$ cat src/hw/rtl/lpfd_pkg.sv
// ----------------------------------------------------------------------------
// lpfd_pkg
// Types and constants of the length-prefixed frame deframer
// ----------------------------------------------------------------------------
package lpfd_pkg;

   localparam int unsigned MAX_FRAME_W = 13;
   localparam int unsigned LENGTH_W    = 16;

   localparam logic [MAX_FRAME_W-1:0] MAX_FRAME_RESET = 13'd1200;
   localparam logic [LENGTH_W:0]      HEADER_BYTES    = 17'd3;

   // result status codes
   localparam logic [1:0] STATUS_PAYLOAD = 2'd0;
   localparam logic [1:0] STATUS_LEN_ERR = 2'd1;
   localparam logic [1:0] STATUS_ABORTED = 2'd2;

   typedef struct packed {
      logic [7:0] rx_byte;
      logic       abort;
   } req_type;

   typedef struct packed {
      logic [7:0] out_byte;
      logic [7:0] proto;
      logic       first_byte;
      logic       last_byte;
      logic [1:0] status;
   } rsp_type;

   // result of one item as handed from the parser to the output buffer
   typedef struct packed {
      logic    valid;
      rsp_type data;
   } res_type;

   // header hunt / payload state
   typedef enum logic [3:0] {
      ST_LEN_HI  = 4'b0001,
      ST_LEN_LO  = 4'b0010,
      ST_PROTO   = 4'b0100,
      ST_PAYLOAD = 4'b1000
   } state_type;

endpackage

$ cat src/hw/rtl/lpfd_parser.sv
// ----------------------------------------------------------------------------
// lpfd_parser
// Header hunt and payload tracking, one stream byte per accepted item
// ----------------------------------------------------------------------------
module lpfd_parser
   import lpfd_pkg::*;
(
   input  logic                   clock,
   input  logic                   reset,
   input  logic                   item_accept,
   input  req_type                item,
   input  logic [MAX_FRAME_W-1:0] max_frame_bytes,
   output res_type                result
);

   state_type             state_ff, state_in;
   logic [LENGTH_W-1:0]   frame_length_ff, frame_length_in;
   logic [7:0]            protocol_id_ff, protocol_id_in;
   logic [LENGTH_W-1:0]   bytes_left_ff, bytes_left_in;
   logic [LENGTH_W:0]     length_sum;
   logic                  too_long;
   logic                  first_mark;
   logic                  last_mark;

   // header size check and payload marks
   assign length_sum = {1'b0, frame_length_ff} + HEADER_BYTES;
   assign too_long   = length_sum > {{(LENGTH_W + 1 - MAX_FRAME_W){1'b0}}, max_frame_bytes};
   assign first_mark = (bytes_left_ff == frame_length_ff);
   assign last_mark  = (bytes_left_ff <= 16'd1);

   // next state and result of the item
   always_comb begin
      state_in        = state_ff;
      frame_length_in = frame_length_ff;
      protocol_id_in  = protocol_id_ff;
      bytes_left_in   = bytes_left_ff;
      result          = '0;
      if (item.abort) begin
         // drop any partial frame, report unless idle
         if (state_ff == ST_PAYLOAD) begin
            result.valid       = 1'b1;
            result.data.proto  = protocol_id_ff;
            result.data.status = STATUS_ABORTED;
         end else if (state_ff != ST_LEN_HI) begin
            result.valid       = 1'b1;
            result.data.status = STATUS_ABORTED;
         end
         state_in      = ST_LEN_HI;
         bytes_left_in = '0;
      end else begin
         unique case (state_ff)
            ST_LEN_HI: begin
               frame_length_in = {item.rx_byte, 8'h00};
               state_in        = ST_LEN_LO;
            end
            ST_LEN_LO: begin
               frame_length_in = {frame_length_ff[15:8], item.rx_byte};
               state_in        = ST_PROTO;
            end
            ST_PROTO: begin
               protocol_id_in = item.rx_byte;
               // size check wins over the zero-length drop
               priority if (too_long) begin
                  result.valid       = 1'b1;
                  result.data.proto  = item.rx_byte;
                  result.data.status = STATUS_LEN_ERR;
                  state_in           = ST_LEN_HI;
                  bytes_left_in      = '0;
               end else if (frame_length_ff == '0) begin
                  state_in      = ST_LEN_HI;
                  bytes_left_in = '0;
               end else begin
                  state_in      = ST_PAYLOAD;
                  bytes_left_in = frame_length_ff;
               end
            end
            ST_PAYLOAD: begin
               result.valid           = 1'b1;
               result.data.out_byte   = item.rx_byte;
               result.data.proto      = protocol_id_ff;
               result.data.first_byte = first_mark;
               result.data.last_byte  = last_mark;
               result.data.status     = STATUS_PAYLOAD;
               bytes_left_in          = bytes_left_ff - 16'd1;
               if (last_mark) begin
                  state_in      = ST_LEN_HI;
                  bytes_left_in = '0;
               end
            end
            default: begin
               state_in = ST_LEN_HI;
            end
         endcase
      end
      // nothing moves without an accepted item
      if (!item_accept) begin
         state_in        = state_ff;
         frame_length_in = frame_length_ff;
         protocol_id_in  = protocol_id_ff;
         bytes_left_in   = bytes_left_ff;
         result.valid    = 1'b0;
      end
   end

   // parser state
   always_ff @(posedge clock) begin
      if (reset) begin
         state_ff        <= ST_LEN_HI;
         frame_length_ff <= '0;
         protocol_id_ff  <= '0;
         bytes_left_ff   <= '0;
      end else begin
         state_ff        <= state_in;
         frame_length_ff <= frame_length_in;
         protocol_id_ff  <= protocol_id_in;
         bytes_left_ff   <= bytes_left_in;
      end
   end

endmodule

$ cat src/hw/rtl/lpfd_outbuf.sv
// ----------------------------------------------------------------------------
// lpfd_outbuf
// Result register with a skid entry, keeps the input side moving under stall
// ----------------------------------------------------------------------------
module lpfd_outbuf
   import lpfd_pkg::*;
(
   input  logic    clock,
   input  logic    reset,
   input  res_type result,
   output logic    full,
   output logic    out_valid,
   input  logic    out_stall,
   output rsp_type out_data
);

   logic    out_valid_ff, out_valid_in;
   rsp_type out_data_ff, out_data_in;
   logic    skid_valid_ff, skid_valid_in;
   rsp_type skid_data_ff, skid_data_in;
   logic    take;

   assign take      = out_valid_ff && !out_stall;
   assign full      = skid_valid_ff;
   assign out_valid = out_valid_ff;
   assign out_data  = out_data_ff;

   // refill the output register from the skid entry first, then new results
   always_comb begin
      out_valid_in  = out_valid_ff;
      out_data_in   = out_data_ff;
      skid_valid_in = skid_valid_ff;
      skid_data_in  = skid_data_ff;
      if (skid_valid_ff) begin
         if (take) begin
            out_data_in   = skid_data_ff;
            skid_valid_in = 1'b0;
         end
      end else if (out_valid_ff && !take) begin
         if (result.valid) begin
            skid_data_in  = result.data;
            skid_valid_in = 1'b1;
         end
      end else begin
         out_valid_in = result.valid;
         out_data_in  = result.data;
      end
   end

   // control state
   always_ff @(posedge clock) begin
      if (reset) begin
         out_valid_ff  <= 1'b0;
         skid_valid_ff <= 1'b0;
      end else begin
         out_valid_ff  <= out_valid_in;
         skid_valid_ff <= skid_valid_in;
      end
   end

   // payload
   always_ff @(posedge clock) begin
      out_data_ff  <= out_data_in;
      skid_data_ff <= skid_data_in;
   end

endmodule

$ cat src/hw/rtl/length_prefixed_frame_deframer.sv
// ----------------------------------------------------------------------------
// length_prefixed_frame_deframer
// Splits a byte stream of length-prefixed frames into tagged payload bytes
// ----------------------------------------------------------------------------
// Takes one stream byte per cycle while req_stall is low. A frame is a 16-bit
// big-endian payload length, a protocol byte and the payload; each payload
// byte comes out with the protocol byte and first/last marks. A frame whose
// length plus three header bytes exceeds max_frame_bytes yields one
// length-error item, and an abort in the middle of a frame yields one aborted
// item. Zero-length frames that pass the size check leave no trace. The parser
// updates its state in the cycle a byte is accepted; the result is registered
// for rsp_, and the sustained rate is one byte per cycle without rsp_stall.
// A two-entry output buffer (result register plus skid entry) absorbs
// rsp_stall; req_stall rises only once both entries are full. max_frame_bytes
// resets to 1200 and is written through csr_, which is always ready.
module length_prefixed_frame_deframer
   import lpfd_pkg::*;
(
   input  logic                   clock,
   input  logic                   reset,
   input  logic                   req_valid,
   output logic                   req_stall,
   input  req_type                req_data,
   output logic                   rsp_valid,
   input  logic                   rsp_stall,
   output rsp_type                rsp_data,
   input  logic                   csr_valid,
   output logic                   csr_ready,
   input  logic [MAX_FRAME_W-1:0] csr_wdata
);

   logic [MAX_FRAME_W-1:0] max_frame_ff;
   logic                   req_accept;
   res_type                result;

   assign csr_ready  = 1'b1;
   assign req_accept = req_valid && !req_stall;

   // size limit register
   always_ff @(posedge clock) begin
      if (reset) begin
         max_frame_ff <= MAX_FRAME_RESET;
      end else if (csr_valid && csr_ready) begin
         max_frame_ff <= csr_wdata;
      end
   end

   lpfd_parser u_parser (
      .clock           (clock),
      .reset           (reset),
      .item_accept     (req_accept),
      .item            (req_data),
      .max_frame_bytes (max_frame_ff),
      .result          (result)
   );

   lpfd_outbuf u_outbuf (
      .clock     (clock),
      .reset     (reset),
      .result    (result),
      .full      (req_stall),
      .out_valid (rsp_valid),
      .out_stall (rsp_stall),
      .out_data  (rsp_data)
   );

endmodule

$ cat config.mk
export PLATFORM = sky130hd
export DESIGN_NAME = length_prefixed_frame_deframer
export DESIGN_NICKNAME = d
export VERILOG_FILES = /design/src/hw/rtl/lpfd_pkg.sv /design/src/hw/rtl/lpfd_parser.sv /design/src/hw/rtl/lpfd_outbuf.sv /design/src/hw/rtl/length_prefixed_frame_deframer.sv
export SDC_FILE = /design/constraint.sdc
export NUM_CORES = 1
export LEC_CHECK = 0
export ABC_AREA = 1
export BUFFER_PORTS_ARGS = -buffer_cell sky130_fd_sc_hd__buf_2
export CAP_MARGIN = 30
export CORE_ASPECT_RATIO = 1.4
export CORE_MARGIN = 2
export CORE_UTILIZATION = 35
export DETAILED_ROUTE_END_ITERATION = 12
export SYNTH_ARGS = -nofsm -noshare
export SYNTH_HDL_FRONTEND = slang
export SYNTH_HIERARCHICAL = 1
export SYNTH_SLANG_ARGS = --single-unit
$ cat constraint.sdc
create_clock -name clock -period 4.67 [get_ports clock]
set_input_delay 0.934 -clock clock [delete_from_list [all_inputs] [get_ports clock]]
set_output_delay 0.934 -clock clock [all_outputs]
set_load 0.01 [all_outputs]
==> impl_metrics.json, run 1 <==
{
  "maxSlewHeadroom": 0.394,
  "yosys-top-cells-count": "nand2_1, nor2_1, inv_1",
  "first_pass_iters": 5,
  "max_freq_mhz": 285,
  "crit_top_cell": "nand2_1",
  "synth_seq_area_share": 0.421,
  "cts_sinks": 99,
  "clock_tree.root_cell": "clkbuf_16",
  "post-place-ws_ps": 1220,
  "crit_slowest_cell": "dfxtp_1",
  "leakagePower_uw": 0.00281,
  "wirelength_um": 14200,
  "ant_nets": 0,
  "fp.dieW_um": 111,
  "crit_fanout": 20,
  "clock_path_buffers": 2,
  "top_layer_used": "met4",
  "yosys_most_used_dff": "dfxtp_1",
  "num_antenna_cells": 0,
  "port_buffers": 48,
  "fin_tns_setup_ps": 0,
  "start_util": 0.353,
  "rows": 55,
  "dpl_cell_area_um2": 5950,
  "finalMaxSlewViolations": 0,
  "drv_cap": 0,
  "grt_pass1_vias": 4757,
  "wl_met3_um": 600,
  "ir_drop_v": 0.000167,
  "dp_hpwl_um": 10400,
  "post_cts_buffers": 0,
  "clk_pin_slew_ps": 80,
  "min_path_type": "flop to flop",
  "crit_path_end_kind": "flop",
  "setup_slack_ps": 1160,
  "met2_length_um": 7270,
  "finalHoldViolations": 0,
  "whs_ps": 460,
  "rsz0062_at_grt": "no",
  "post-route-util": 0.389,
  "dieArea_um2": 17200,
  "coreArea_um2": 16000,
  "worst_pin_slew_ps": 909,
  "syn_avg_cell_area_um2": 7.44,
  "gp_congestion": 0.900,
  "first_iter_violations": 314,
  "cts_tree": "done",
  "synth_area_leaders": "edfxtp_1, dfxtp_1, nand2_1, nor2_1, inv_1",
  "wl_met1_um": 5900,
  "ioPinCount": 50,
  "crit_chain": "inv_1, ha_1, inv_1, nand2_1, nor2_2, nand2_1, nor2_1, xor2_1, ha_1, nand2_1, inv_1, nand3_1, inv_1, nand3_1, nor2_1, nand2_1, nand2_1, nand2_2, nand2_1, a31oi_1, nand2_1, nor2_1, buf_4",
  "via_per_inst": 4.91,
  "skew_ps": 10.3,
  "setup_viol": 0,
  "fin_crit_sh": 0.752,
  "crit_path_max_incr_delay_ps": 490,
  "path_delay_family": "simple AND/OR/NAND/NOR gates",
  "synth_edf_count": 40,
  "nNetsFinal": 836,
  "ys_ff_latch": 99,
  "die_h_um": 154,
  "power.density_nw_per_um2": 296,
  "grt_pass1_wl_um": 23600,
  "grt_max_degree": 48,
  "syn-num-nets": 804,
  "grt_antenna_before_repair": 0,
  "detail_route.wl_per_cell_um": 14.2,
  "synth_largest_area_cell": "edfxtp_1",
  "path_buf_inv": 5,
  "yosysMostFrequentCell": "nand2_1",
  "grt_util_all_layers": 0.169,
  "synth.top_cell.area_share": 0.212,
  "fin_area_um2": 6240,
  "min_period_ps": 3510,
  "htree_levels": 3,
  "run_status": "finished clean",
  "required_ps": 4700,
  "numCtsBuffers": 9,
  "synth-async-reset-ratio": 0,
  "synth_warnings": 6,
  "remaining_drc_errors": 0,
  "worstSetupStartpointType": "flop",
  "synthCells": 761,
  "syn_to_final_growth_pct": 10.3,
  "syn_area_um2": 5660,
  "postCtsResizedCells": 0,
  "num_vias": 4895,
  "ctsHoldBuffers": 0,
  "worstPathArrival_ps": 3540,
  "drive_above_1_share": 0.134,
  "clkLatencyLatePin_ps": 350,
  "globalRoute.totalOverflow": 0,
  "synth_cell_types": 40,
  "worstSetupPathType": "flop to flop"
}
## layer usage
layer	up-vias	global-route usage
met5	-	0
met4	0	0.0711
met3	29	0.0243
met2	115	0.312
met1	2241	0.194
li1	2510	-
## power breakdown
part / total (µW) / internal [µW] / switching (µW)
combinational: 168 / 55.2 / 113
sequential: 936 / 917 / 19.7
clock: 747 / 378 / 368
## stage by stage
step / instances / total power (µW)
after floorplan: 761 / 1070
after global placement: 981 / 1120
after detailed placement: 981 / 1130
after CTS: 997 / 1870
after global routing: 997 / 1930
final: 997 / 1850
## cells by family (layout without fill, tap and decap cells)
kind of cell,after synthesis,count (layout),share of synthesized area
AOI/OAI and AO/OA,96,96,0.109
xor gates and xnor gates,21,21,0.0325
adders and majority gates,16,16,0.0354
buffers and inverters,129,166,0.108
DFF,99,99,0.421
other,1,1,0.000662
and+or+nand+nor,399,399,0.294
## tightest hold or removal path: cells and delay by family, from the launching register on
| kind | cells | cell delay (ps) |
|---|---|---|
| and+or+nand+nor | 2 | 100 |
| DFF | 1 | 330 |
## placed cells by master (no fill, tap or decap), drive strengths merged, types with 19 or more instances in the layout
cell type  instances
nand2            225
edfxtp            40
nand3             54
dfxtp             59
nor2             101
xor2              19
o21ai             20
buf               53
a21oi             45
inv              102
## sequential cells by signal (all words and copies together), names as in the netlist
signal / count
u_parser/state_ff: 4
u_outbuf/out_valid: 1
u_parser/frame_length_ff: 16
max_frame_ff: 13
u_outbuf/out_data: 20
u_outbuf/skid_data_ff: 20
u_parser/bytes_left_ff: 16
u_parser/protocol_id_ff: 8
u_outbuf/full: 1
## final cells by class
type	count	area (µm²)
clock buffer	9	225
clock inverter	7	65.1
fill	1698	9790
inverter	97	378
multi-input combinational	533	2670
sequential	99	2380
tap	199	249
timing repair buffer	53	278
## worst paths after layout
check / from / end / slack [ps] / cells after the start
max reg2reg: u_parser/frame_length_ff[0] / u_outbuf/skid_data_ff[4] / 1160 / 23
min: max_frame_ff[10] / max_frame_ff[10] / 460 / 2
max: u_parser/frame_length_ff[0] / u_outbuf/skid_data_ff[4] / 1160 / 23
min reg2reg: max_frame_ff[10] / max_frame_ff[10] / 460 / 2
No activity file was read; power rests on OpenSTA's default activity.
==> run 2, diff against run 1 <==
--- a/config.mk
+++ b/config.mk
@@ -5,7 +5,7 @@
 export SDC_FILE = /design/constraint.sdc
 export NUM_CORES = 1
 export LEC_CHECK = 0
-export ABC_AREA = 1
+export ABC_AREA = 0
 export BUFFER_PORTS_ARGS = -buffer_cell sky130_fd_sc_hd__buf_2
 export CAP_MARGIN = 30
 export CORE_ASPECT_RATIO = 1.4
==> constraint.sdc (replaced) <==
create_clock -name clock -period 3.1 [get_ports clock]
set_input_delay 0.62 -clock clock [delete_from_list [all_inputs] [get_ports clock]]
set_output_delay 0.62 -clock clock [all_outputs]
set_load 0.01 [all_outputs]
==> impl_metrics.json, run 2 <==
{
  "path_delay_family": "simple AND/OR/NAND/NOR gates",
  "synth.area.mux_share": 0.0893,
  "hold_end": "u_parser/protocol_id_ff[0]",
  "ant_nets": 0,
  "rr_endpoint": "u_outbuf/skid_data_ff[3]",
  "finalMaxSlewViolations": 0,
  "synthCells": 554,
  "grt_max_degree": 42,
  "required_ps": 3160,
  "finalHoldViolations": 0,
  "min_path_type": "flop to flop",
  "port_buffers": 48,
  "setup_slack_ps": -19.2,
  "clkLatencyLatePin_ps": 350,
  "grt_pass1_wl_um": 21700,
  "synth_area_leaders": "edfxtp_1, dfxtp_1, mux2_4, ha_1, nor2_1",
  "layout_common_cells": "dfxtp_1, buf_2, nor2_1",
  "clock_path_buffers": 2,
  "drive_above_1_share": 0.250,
  "synth_edf_count": 40,
  "synth-async-reset-ratio": 0,
  "dpl_cell_area_um2": 5920,
  "fill_cells": 1488,
  "synth.top_cell.area_share": 0.224,
  "numCtsBuffers": 9,
  "hold_depth": 2,
  "clk_pin_slew_ps": 80,
  "first_iter_violations": 307,
  "globalRoute.totalOverflow": 0,
  "worstPathArrival_ps": 3180,
  "violations": "negative setup slack",
  "power.density_nw_per_um2": 433,
  "cts_sinks": 99,
  "cts_tree": "done",
  "crit_fanout": 10,
  "rows": 53,
  "fin_area_um2": 6350,
  "synth_top_family_by_area": "simple AND/OR/NAND/NOR gates",
  "synth_seq_area_share": 0.444,
  "leakagePower_uw": 0.00257,
  "worstSetupPathType": "flop to flop",
  "first_pass_iters": 5,
  "dp_hpwl_um": 9900,
  "die_h_um": 151,
  "nNetsFinal": 653,
  "via_per_inst": 5.37,
  "crit_slowest_cell": "dfxtp_4",
  "crit_path_end_kind": "flop",
  "crit_path_max_incr_delay_ps": 370,
  "max_freq_mhz": 321,
  "grt_antenna_before_repair": 0,
  "ioPinCount": 50,
  "detail_route.wl_per_cell_um": 16.7,
  "synth_fa_ha_area_frac": 0.0373,
  "coreArea_um2": 15000,
  "path_buf_inv": 2,
  "whs_ps": 460,
  "skew_ps": 10.7,
  "wirelength_um": 13500,
  "num_antenna_cells": 0,
  "layout_commonest_cell": "dfxtp_1",
  "rr_startpoint": "u_parser/frame_length_ff[0]",
  "syn_to_final_growth_pct": 18.4,
  "ir_drop_v": 0.000264,
  "drv_cap": 0,
  "start_util": 0.358,
  "gp_congestion": 0.882,
  "hold_start": "u_parser/protocol_id_ff[0]",
  "dieArea_um2": 16400,
  "setup_viol": 15,
  "reg2reg_depth": 16,
  "htree_levels": 3,
  "crit_chain": "inv_2, ha_4, nor3b_4, nand3_2, nor2_2, xor2_1, ha_1, nand4_1, nor2_2, a21oi_2, a22o_1, nand3_2, o211a_1, nand2b_1, nor2_4, buf_8",
  "clock_tree.root_cell": "clkbuf_16",
  "syn-num-nets": 597,
  "fp.dieW_um": 109,
  "synth_xor_area_frac": 0.0506,
  "syn_area_um2": 5370,
  "grt_util_all_layers": 0.170,
  "grt_pass1_vias": 4339,
  "num_vias": 4331,
  "syn_avg_cell_area_um2": 9.69,
  "run_status": "finished, violations left",
  "yosys_most_used_dff": "dfxtp_1",
  "post-place-ws_ps": -79.8,
  "yosys-top-cells-count": "dfxtp_1, nor2_1, edfxtp_1",
  "fin_crit_sh": 1.01,
  "remaining_drc_errors": 0,
  "synth_cell_types": 59,
  "rsz0062_at_grt": "yes",
  "synth_largest_area_cell": "edfxtp_1",
  "synthSimpleGateAreaFrac": 0.175,
  "yosysMostFrequentCell": "dfxtp_1",
  "min_period_ps": 3120,
  "r2r_slack_ps": -20,
  "synth_compound_area_frac": 0.143,
  "worstSetupStartpointType": "flop",
  "worst_pin_slew_ps": 812,
  "synth_warnings": 6,
  "ys_ff_latch": 99,
  "maxSlewHeadroom": 0.459
}
run 2: routing by layer:
metal,up-vias,routed length (µm),GRT usage
li1,2115,-,-
met1,2063,5510,0.198
met2,120,6970,0.301
met3,33,531,0.0251
met4,0,504,0.0827
met5,-,0,0
run 2: kinds of logic after synthesis:
logic type	Yosys count
and+or+nand+nor	188
AOI/OAI and AO/OA	116
DFF	99
buffers and inverters	64
muxes	39
xor gates and xnor gates	31
adders and majority gates	16
other	1
run 2: worst max-delay path by stage:
| stage | start | end | slack, ps | cells past startpoint |
|---|---|---|---|---|
| after global routing | u_parser/frame_length_ff[0] | u_outbuf/skid_data_ff[17] | -200 | 16 |
| after CTS | u_parser/frame_length_ff[0] | u_outbuf/skid_data_ff[14] | 0.7 | 15 |
| after detailed placement | u_parser/frame_length_ff[0] | u_outbuf/out_data[5] | -80 | 14 |
| final | u_parser/frame_length_ff[0] | u_outbuf/skid_data_ff[3] | -20 | 16 |
| after floorplan | u_parser/frame_length_ff[0] | u_outbuf/skid_data_ff[0] | -20 | 15 |
| after global placement | u_parser/frame_length_ff[0] | u_outbuf/out_data[4] | -60 | 14 |
run 2: repair_timing:
item,in CTS,in global routing
gates cloned,1,1
endpoints found under the setup margin,30,38
hold buffers,0,0
setup buffers,3,2
resized for setup,4,19
pin swaps,8,12
run 2: where the power goes:
part	internal, µW	total (µW)	switching [µW]
clock	565	1110	544
combinational	99.5	252	152
sequential	1370	1390	20.6
total	2040	2750	716
run 2: tightest hold or removal path: stages, from the launching register on:
cell,delay [ps]
dfxtp_1,310
nand2_1,50
a21oi_1,50
run 2: through the flow:
step	setup TNS (ps)	power, µW	util	instances
after CTS	0	2760	0.419	806
after detailed placement	-555	1660	0.395	786
after floorplan	-368	1570	-	554
after global routing	-4820	2850	0.424	807
after global placement	-438	1650	0.395	786
final	-185	2750	0.424	807
run 2: final cells by class:
| type | count | area, µm² | share of cell area |
|---|---|---|---|
| well taps | 192 | 240 | 0.0378 |
| inverters | 22 | 82.6 | 0.0130 |
| clock inverters | 7 | 66.3 | 0.0104 |
| multi-input cells | 391 | 2790 | 0.439 |
| flip-flops and latches | 99 | 2390 | 0.376 |
| clock buffers | 9 | 225 | 0.0355 |
| repair buffers | 87 | 562 | 0.0884 |
